$ cat config.mk
export PLATFORM = sky130hd
export DESIGN_NAME = stream_substring_finder
export DESIGN_NICKNAME = d
export VERILOG_FILES = /design/src/rtl/ssf_pkg.sv /design/src/rtl/stream_substring_finder.sv /design/src/rtl/ssf_match.sv
export SDC_FILE = /design/constraint.sdc
export NUM_CORES = 1
export LEC_CHECK = 0
export ABC_AREA = 1
export BUFFER_PORTS_ARGS = -buffer_cell sky130_fd_sc_hd__buf_2
export CAP_MARGIN = 20
export CORE_MARGIN = 10
export CORE_UTILIZATION = 50
export CTS_BUF_LIST = sky130_fd_sc_hd__clkbuf_4
export DETAILED_ROUTE_END_ITERATION = 16
export PLACE_DENSITY_LB_ADDON = 0.15
export RECOVER_POWER = 50
export SYNTH_ARGS = -nofsm -noshare
export SYNTH_HDL_FRONTEND = slang
export SYNTH_HIERARCHICAL = 1
export SYNTH_SLANG_ARGS = --single-unit
$ cat constraint.sdc
create_clock -name clk_i -period 4.8 [get_ports clk_i]
set_input_delay 0.96 -clock clk_i [delete_from_list [all_inputs] [get_ports clk_i]]
set_output_delay 0.96 -clock clk_i [all_outputs]
set_load 0.005 [all_outputs]
$ cat src/rtl/ssf_pkg.sv
// shared constants and helpers for the stream substring finder
// no dependencies; imported by ssf_match and stream_substring_finder
package ssf_pkg;

  localparam int PATTERN_MAX = 8;
  localparam int WIN_BYTES   = PATTERN_MAX - 1;
  localparam int POS_BITS    = 16;
  localparam int OUT_POS_W   = 16;
  localparam int LEN_W       = 4;
  localparam int BSM_W       = 4;
  localparam int IDX_W       = $clog2(PATTERN_MAX);
  localparam int CFG_IDX_W   = 2;

  localparam logic [CFG_IDX_W-1:0] REG_PATTERN = CFG_IDX_W'(0);
  localparam logic [CFG_IDX_W-1:0] REG_PAT_LEN = CFG_IDX_W'(1);

  localparam logic [POS_BITS-1:0] POS_LIMIT = {POS_BITS{1'b1}};

  typedef logic [8*PATTERN_MAX-1:0] pattern_t;
  typedef logic [8*WIN_BYTES-1:0]   window_t;

  // clamp a raw length write to 1..PATTERN_MAX
  function automatic logic [LEN_W-1:0] eff_len(input logic [LEN_W-1:0] raw);
    logic [LEN_W-1:0] res;
    res = raw;
    if (raw == '0) res = LEN_W'(1);
    else if (raw > LEN_W'(PATTERN_MAX)) res = LEN_W'(PATTERN_MAX);
    return res;
  endfunction

  // reported position saturates at the output field limit
  function automatic logic [OUT_POS_W-1:0] sat_pos(input logic [POS_BITS-1:0] p);
    logic [OUT_POS_W-1:0] res;
    res = OUT_POS_W'(p);
    if ((p >> OUT_POS_W) != '0) res = {OUT_POS_W{1'b1}};
    return res;
  endfunction

endpackage

$ cat src/rtl/stream_substring_finder.sv
// Stream substring finder: reports every non-overlapping occurrence of a 1 to 8 byte
// pattern in a byte stream, one result per occurrence and per text end, merged if they coincide.
// Sustains one byte per cycle while the receiver takes results; a byte passes through
// an input register, one window compare and a result register. Bytes that end
// no occurrence and close no text give no result. Write configuration while idle.
// depends on ssf_pkg and ssf_match
module stream_substring_finder (
  input  logic                          clk_i,
  input  logic                          rst_ni,
  // configuration write channel
  input  logic                          cfg_valid_i,
  output logic                          cfg_ready_o,
  input  logic [ssf_pkg::CFG_IDX_W-1:0] cfg_index_i,
  input  logic [63:0]                   cfg_data_i,
  // text input
  input  logic                          s_tvalid_i,
  output logic                          s_tready_o,
  input  logic [7:0]                    s_tdata_i,   // [7:0] text_byte
  input  logic                          s_tlast_i,   // text_end
  // results
  output logic                          m_tvalid_o,
  input  logic                          m_tready_i,
  output logic [15:0]                   m_tdata_o,   // [15:0] match_position
  output logic [1:0]                    m_tuser_o,   // [0] match_found, [1] none_in_text
  output logic                          m_tlast_o    // end_of_text
);
  import ssf_pkg::*;

  pattern_t         pattern_q;
  logic [LEN_W-1:0] len_q;

  logic             in_v_q;
  logic [7:0]       in_byte_q;
  logic             in_last_q;

  window_t          recent_q;
  logic [POS_BITS-1:0] idx_q;
  logic [BSM_W-1:0] bsm_q;
  logic             found_q;

  logic             out_v_q;
  logic [15:0]      out_pos_q;
  logic [1:0]       out_user_q;
  logic             out_last_q;

  logic             win_hit;
  logic             hit;
  logic             produces;
  logic             proc;
  logic [POS_BITS-1:0] pos_raw;

  assign cfg_ready_o = 1'b1;

  ssf_match u_match (
    .pattern_i (pattern_q),
    .len_i     (len_q),
    .cur_i     (in_byte_q),
    .recent_i  (recent_q),
    .hit_o     (win_hit)
  );

  // occurrence must start after the previous one ended
  assign hit      = win_hit && (({1'b0, bsm_q} + 5'd1) >= {1'b0, len_q});
  assign produces = hit || in_last_q;
  assign proc     = in_v_q && (!produces || !out_v_q || m_tready_i);
  assign s_tready_o = !in_v_q || proc;

  always_comb begin
    if (idx_q == POS_LIMIT) pos_raw = POS_LIMIT;
    else pos_raw = idx_q - POS_BITS'(len_q - LEN_W'(1));
  end

  always_ff @(posedge clk_i or negedge rst_ni) begin
    if (!rst_ni) begin
      pattern_q <= '0;
      len_q     <= LEN_W'(1);
    end else if (cfg_valid_i) begin
      case (cfg_index_i)
        REG_PATTERN: pattern_q <= cfg_data_i;
        REG_PAT_LEN: len_q     <= eff_len(cfg_data_i[LEN_W-1:0]);
        default: ;
      endcase
    end
  end

  always_ff @(posedge clk_i or negedge rst_ni) begin
    if (!rst_ni) begin
      in_v_q <= 1'b0;
    end else if (s_tready_o) begin
      in_v_q <= s_tvalid_i;
    end
  end

  always_ff @(posedge clk_i) begin
    if (s_tvalid_i && s_tready_o) begin
      in_byte_q <= s_tdata_i;
      in_last_q <= s_tlast_i;
    end
  end

  always_ff @(posedge clk_i or negedge rst_ni) begin
    if (!rst_ni) begin
      recent_q <= '0;
      idx_q    <= '0;
      bsm_q    <= '0;
      found_q  <= 1'b0;
    end else if (proc) begin
      if (in_last_q) begin
        recent_q <= '0;
        idx_q    <= '0;
        bsm_q    <= '0;
        found_q  <= 1'b0;
      end else begin
        recent_q <= {recent_q[8*WIN_BYTES-9:0], in_byte_q};
        if (idx_q != POS_LIMIT) idx_q <= idx_q + POS_BITS'(1);
        if (hit) begin
          bsm_q   <= '0;
          found_q <= 1'b1;
        end else if (bsm_q != {BSM_W{1'b1}}) begin
          bsm_q <= bsm_q + BSM_W'(1);
        end
      end
    end
  end

  always_ff @(posedge clk_i or negedge rst_ni) begin
    if (!rst_ni) begin
      out_v_q <= 1'b0;
    end else if (proc && produces) begin
      out_v_q <= 1'b1;
    end else if (m_tready_i) begin
      out_v_q <= 1'b0;
    end
  end

  always_ff @(posedge clk_i) begin
    if (proc && produces) begin
      out_pos_q  <= hit ? sat_pos(pos_raw) : '0;
      out_user_q <= {in_last_q && !found_q && !hit, hit};
      out_last_q <= in_last_q;
    end
  end

  assign m_tvalid_o = out_v_q;
  assign m_tdata_o  = out_pos_q;
  assign m_tuser_o  = out_user_q;
  assign m_tlast_o  = out_last_q;

  a_none_at_end : assert property (@(posedge clk_i) disable iff (!rst_ni)
    m_tvalid_o && m_tuser_o[1] |-> m_tlast_o && !m_tuser_o[0])
    else $error("none_in_text outside text end or with a match");

  a_result_has_cause : assert property (@(posedge clk_i) disable iff (!rst_ni)
    m_tvalid_o |-> m_tuser_o[0] || m_tlast_o)
    else $error("result with neither match nor text end");

  a_no_pos_without_match : assert property (@(posedge clk_i) disable iff (!rst_ni)
    m_tvalid_o && !m_tuser_o[0] |-> m_tdata_o == '0)
    else $error("position set without a match");

  a_clear_after_end : assert property (@(posedge clk_i) disable iff (!rst_ni)
    proc && in_last_q |=> idx_q == '0 && bsm_q == '0 && !found_q)
    else $error("text state not cleared after text end");

  a_found_after_hit : assert property (@(posedge clk_i) disable iff (!rst_ni)
    proc && hit && !in_last_q |=> found_q && bsm_q == '0)
    else $error("match not recorded in text state");

endmodule

$ cat src/rtl/ssf_match.sv
// parallel window compare of the current byte and recent bytes against the pattern
// depends on ssf_pkg
module ssf_match (
  input  ssf_pkg::pattern_t          pattern_i,
  input  logic [ssf_pkg::LEN_W-1:0]  len_i,
  input  logic [7:0]                 cur_i,
  input  ssf_pkg::window_t           recent_i,
  output logic                       hit_o
);
  import ssf_pkg::*;

  logic [7:0]       win   [PATTERN_MAX];
  logic [LEN_W-1:0] back  [PATTERN_MAX];
  logic [PATTERN_MAX-1:0] byte_ok;

  // win[0] is the current byte, win[d] the byte d positions earlier
  always_comb begin
    win[0] = cur_i;
    for (int d = 1; d < PATTERN_MAX; d++) begin
      win[d] = recent_i[8*(d-1) +: 8];
    end
  end

  // pattern byte j lines up with the byte len-1-j positions back
  always_comb begin
    for (int j = 0; j < PATTERN_MAX; j++) begin
      back[j] = len_i - LEN_W'(1) - LEN_W'(j);
      if (LEN_W'(j) < len_i) begin
        byte_ok[j] = (pattern_i[8*j +: 8] == win[back[j][IDX_W-1:0]]);
      end else begin
        byte_ok[j] = 1'b1;
      end
    end
  end

  assign hit_o = &byte_ok;

endmodule

# == Word level (Yosys, flattened, before mapping) ==
# Cells that the tools add are included.
# classes
add_sub_neg,13
n_reduce_logical,27
bitwise,8
n_lt_le_gt_ge,18
mux,45
eq_ne,12
# op_table
cell,count
$bmux 8 s3,8
$mux 8,16
$eq 8x8->1,8
$mux 56,1
$mux 16,3
$ge 4x4->1 const B,8
$not 3->4,8
$mux 4,5
$add 16x1->16 const B,1
$eq 16x16->1 const B,1
$lt 3x4->1 const A,4
$ne 16x16->1 const B,1
$sub 16x16->16,1
$mux 1,12
$sub 3x3->3 const B,4
$reduce_and 2->1,5
$lt 1x4->1 const A,2
$lt 2x4->1 const A,2
$reduce_and 8->1,1
$logic_and 1x1->1,6
$reduce_bool 2->1,3
$sub 3x1->3 const B,2
$sub 3x2->3 const B,2
$add 4x1->5 const B,1
other kinds (11),18
# word_totals
out_inout_bits,22
reg_bits,175
word_cells,136

# == Logic depth before layout (Yosys ltp) ==
# depth
depth_word,17
ltp_mapped,30
mapped_depth_nobuf,26

# == Cells and area by module ==
# Netlist, hierarchy kept.
# by_module_without_submodules
module,cells_each,area_each_um2,n_inst,seq_area_each_um2
stream_substring_finder,864,8366.8,1,4520.6
ssf_match,1010,4281.6,1,0.0

# == Least setup slack after synthesis ==
# No wires, ideal clock.
# synth_timing
kind,register to output
startpoint,register len_q[0]
endpoint,output s_tready_o
path_slack_ns,1.037
path_buffers,4
arrival_ns,2.803
stages_incl_launch_ff,25
path_cell_list,dfstp_2 buf_4 inv_4 buf_2 ha_1 inv_1 buf_4 buf_2 nand3_1 nand2_1 nand2_1 nand2_1 nand2_1 nand2_1 nand2_1 nor2_1 nand2_1 nand2_1 nand2_1 nor2_1 nand2_1 inv_1 nand2_4 nand2_4 nand3_1
# synth_via
elab_chain_cells,16
word_cells_on_any_way,73
# synth_lines
item,line,rtl
from (decl),stream_substring_finder.sv:30,logic [LEN_W-1:0] len_q;
from (signal assigned),stream_substring_finder.sv:80,REG_PAT_LEN: len_q <= eff_len(cfg_data_i[LEN_W-1:0]);
$sub 3x1->3,ssf_match.sv:27,back[j] = len_i - LEN_W'(1) - LEN_W'(j);
"$sub 3x1->3, or another cell as far along",ssf_match.sv:27,
$not 3->4 (not written as such),ssf_match.sv:29,byte_ok[j] = (pattern_i[8*j +: 8] == win[back[j][IDX_W-1:0]]);
$bmux 8 s3,ssf_match.sv:29,
$mux 8 (not written as such) (2 in a row),ssf_match.sv:29,
$eq 8x8->1,ssf_match.sv:29,
$mux 1,ssf_match.sv:28,if (LEN_W'(j) < len_i) begin
$reduce_and 8->1 (*),ssf_match.sv:36,assign hit_o = &byte_ok;
named net win_hit,stream_substring_finder.sv:46,logic win_hit;
$logic_and 1x1->1 (*),stream_substring_finder.sv:63,"assign hit = win_hit && (({1'b0, bsm_q} + 5'd1) >= {1'b0, len_q});"
$logic_or 1x1->1 (*),stream_substring_finder.sv:64,assign produces = hit || in_last_q;
$logic_not 1->1 (*),stream_substring_finder.sv:65,assign proc = in_v_q && (!produces || !out_v_q || m_tready_i);
$logic_or 1x1->1 (*) (2 in a row),stream_substring_finder.sv:65,
$logic_and 1x1->1 (*),stream_substring_finder.sv:65,
$logic_or 1x1->1 (*),stream_substring_finder.sv:66,assign s_tready_o = !in_v_q || proc;
to (decl),stream_substring_finder.sv:17,"output logic s_tready_o,"
# Mark *: on every way through the listed nets, which the timed path passes. The rest lies on a longest branch. The select of a mux whose other input is x is not followed.

# == Worst setup path in the final report ==
# Same ends and word-level chain as after synthesis.

==> impl_metrics.yaml <==
logic_synthesis:
  synth_ff_type: "dfrtp_1"
  synth_top_area_share_pct: 28.9
  syn_nets: 1980
  yosys_warnings: 6
  yosysSeqAreaShare_pct: 35.7
  syn_area_sq_mm: 0.0126
  ys_types: 38
  ys_ff_latch: 175
  synth_cells: 1874
  ys_async_sr_fraction_pct: 84.0
  syn_avg_cell_area_sq_um: 6.75
  synthTopCellsByArea: "dfrtp_1 29%, nand2_1 26%, nand3_1 8.4%, edfxtp_1 6.6%, mux2_2 5.5%"
  yosys.area.top_type: "dfrtp_1"
  synth_edf_count: 28
detailed_routing:
  via_per_inst: 5.36
  dr_total_vias: 12400
  initialDrtViolationCount: 1184
  dr.pass1.iters: 7
  routed_wirelength_microns: 40000
  route.detailed.drc: 0
  wire_per_inst_microns: 17.3
  ant_nets: 0
die:
  die-area_sq_mm: 0.0321
  core_area_sq_mm: 0.0250
  placementRows: 58
  die_height_microns: 179
  die_w_microns: 179
  pin_count: 102
  start_util_pct: 50.5
sta:
  hold_viol: 0
  tns_ns: 0
  setup_violations: 0
  period_minus_slack_ns: 4.68
  final_max_slew_viol_count: 70
  slew_headroom_pct: -147
  fin_ws_ns: 0.123
  fin_crit_sh_pct: 97.4
  fmax_ghz: 0.214
  worstMarginPinSlew_ns: 3.70
  finClkSkew_ns: 0.0366
hold_path:
  min_delay_path_depth: 2
  hold_class: "flop to flop"
  min_from: "found_q"
power_and_ir_drop:
  comb_power_share_pct: 47.9
  seq_power_share_pct: 35.0
  power.total_mw: 5.31
  power_density_mw_per_mm2: 371
  power_switching_share_pct: 45.9
  leakagePower_nw: 7.42
  p_int_mw: 2.87
  p_clk_share_pct: 17.2
  switchingPower_mw: 2.43
  ir_drop_v: 0.000222
final_layout:
  drive_gt1_share_pct: 17.4
  layout_common_cells: "838 x nand2_1, 204 x nand3_1, 146 x dfrtp_1, 145 x inv_1, 97 x buf_2"
  num-nets-final: 2071
  syn_to_final_growth_pct: 13.0
  fill_cells: 2474
  design_area_sq_mm: 0.0143
  final_common_cell: "nand2_1"
placed_design:
  io_buffers: 100
  placed_cell_area_sq_mm: 0.0133
  post-place-ws_ns: 0.341
  gp_congestion: 0.995
  place_hpwl_microns: 29400
run:
  maxCapViolCount: 1
cts:
  insertion_delay_ns: 0.61
  cts_tree: "yes"
  numCtsBuffers: 17
  cts_hold_buf: 0
  htree_levels: 4
  cts.reportedPaths.clkPinSlew_ns: 0.19
  cts_buffer_depth: 2
  cts_sinks: 175
  root_buffer: "clkbuf_4"
critical_path:
  regToRegStartpoint: "len_q[0]"
  start_kind: "flop"
  crit_start: "len_q[0]"
  rr_worst_depth: 26
  critPathMaxFanout: 13
  required_ns: 3.84
  crit_type: "flop to primary output"
  worstPathArrival_ns: 3.72
  worstSetupEndpointType: "primary output"
global_route:
  grt_pass1_vias: 11400
  grt_max_degree: 79
  antenna_found_initial: 2
  grt_pass1_wl_microns: 61300
  gr-usage-all-layers_pct: 24.5
  overflow: 0
status:
  violations: "capacitance limit, slew limit"
  outcome: "finished, violations left"
metrics by stage:
| stage | std cells | util, % | hold WS [ns] |
|---|---|---|---|
| 6_report | 2309 | 57.1 | 0.513 |
| 5_1_grt | 2309 | 57.1 | 0.450 |
| 4_1_cts | 2285 | 55.0 | 0.328 |
| 3_5_place_dp | 2245 | 53.1 | 0.470 |
| 3_3_place_gp | 2245 | 53.1 | 0.469 |
| 2_1_floorplan | 1874 | - | 0.424 |
what timing repair did:
| item | 4_1_cts | 5_1_grt |
|---|---|---|
| endpoints found under the setup margin | 1 | 1 |
| pin swaps | 3 | 23 |
| buffers inserted | 5 | 16 |
| cloned | 3 | 7 |
| gates resized for setup | 19 | 81 |
sequential cells by signal, indices dropped and copies added, names as in the netlist:
signal      flops
pattern_q      64
recent_q       56
idx_q          16
m_tdata_o      16
in_byte_q       8
bsm_q           4
len_q           4
m_tuser_o       2
found_q         1
in_last_q       1
in_v_q          1
m_tlast_o       1
m_tvalid_o      1
final cells by class:
class	count	area, sq um	share of cell area [%]
multi-input combinational	1475	7370	51.5
sequential	175	4520	31.6
timing repair buffer	145	1110	7.74
inverter	151	574	4.02
tap	330	413	2.89
clock inverter	15	186	1.30
clock buffer	17	128	0.893
antenna	1	2.50	0.0175
cells in the mapped netlist, types with 2 or more instances:
cell        n
nand2_1   883
nand3_1   212
inv_1     147
dfrtp_1   146
nor2_1     68
mux2_2     62
o21ai_1    46
buf_2      37
nand4_1    34
edfxtp_1   28
ha_1       25
nand3b_1   25
a21oi_1    24
o21ai_0    22
nand2_2    17
clkbuf_1   14
buf_4      13
buf_6      10
o21ai_2    10
nand2_4     8
xnor2_1     8
xor2_1      6
o21bai_1    5
nor3_1      4
inv_2       3
o22ai_1     3
buf_1       2
nor2_2      2
per-layer routing:
metal,vias to the layer above,GRT usage (%),share of wire [%]
met5,-,0,0.033
met4,2,11.5,5.2
met3,91,4.91,6.6
met2,398,40.8,48
met1,5699,29.7,41
li1,6188,-,-
worst paths after layout:
path | end | slack [ns]
hold / removal | found_q | 0.51
min in group asynchronous | pattern_q[43] | 1.60
setup reg to reg | recent_q[39] | 0.93
hold reg to reg | found_q | 0.51
setup / recovery | s_tready_o | 0.12
max in group asynchronous | pattern_q[59] | 1.11
critical path: stages (launching register included):
cell and delay (ns):
dfstp_2 0.64, inv_4 0.06, ha_4 0.31, inv_6 0.07, nand2_1 0.12, nand2_4 0.13, buf_8 0.17, o21ai_1 0.25
nand2_1 0.11, nand2_1 0.07, nand2_1 0.04, nand2_1 0.05, nand2_1 0.05, nor2_1 0.09, nand2_1 0.09, nand2_1 0.08
nand2_2 0.05, nor2_2 0.11, nand2_2 0.10, inv_2 0.08, nand2_4 0.06, nand2_4 0.11, nand3_4 0.09, buf_6 0.17
power groups by stage:
stage / combinational [mW] / sequential, mW / clock (mW)
3_3_place_gp: 2.10 / 1.88 / 0
3_5_place_dp: 2.13 / 1.88 / 0
6_report: 2.54 / 1.86 / 0.911
4_1_cts: 2.24 / 1.85 / 0.949
2_1_floorplan: 1.64 / 1.80 / 0
5_1_grt: 2.81 / 1.88 / 1.01
logic make-up after synthesis:
family                   Yosys count  synth area share, %
buffers and inverters            229                 8.38
adder cells (fa/ha/maj)           26                 2.63
other                              1               0.0296
multiplexers                      62                 5.52
AND/OR/NAND/NOR                 1257                 42.0
XOR/XNOR                          14                0.969
AO/OA/AOI/OAI                    110                 4.78
flip-flops                       175                 35.7
(Power assumes the default switching activity.)
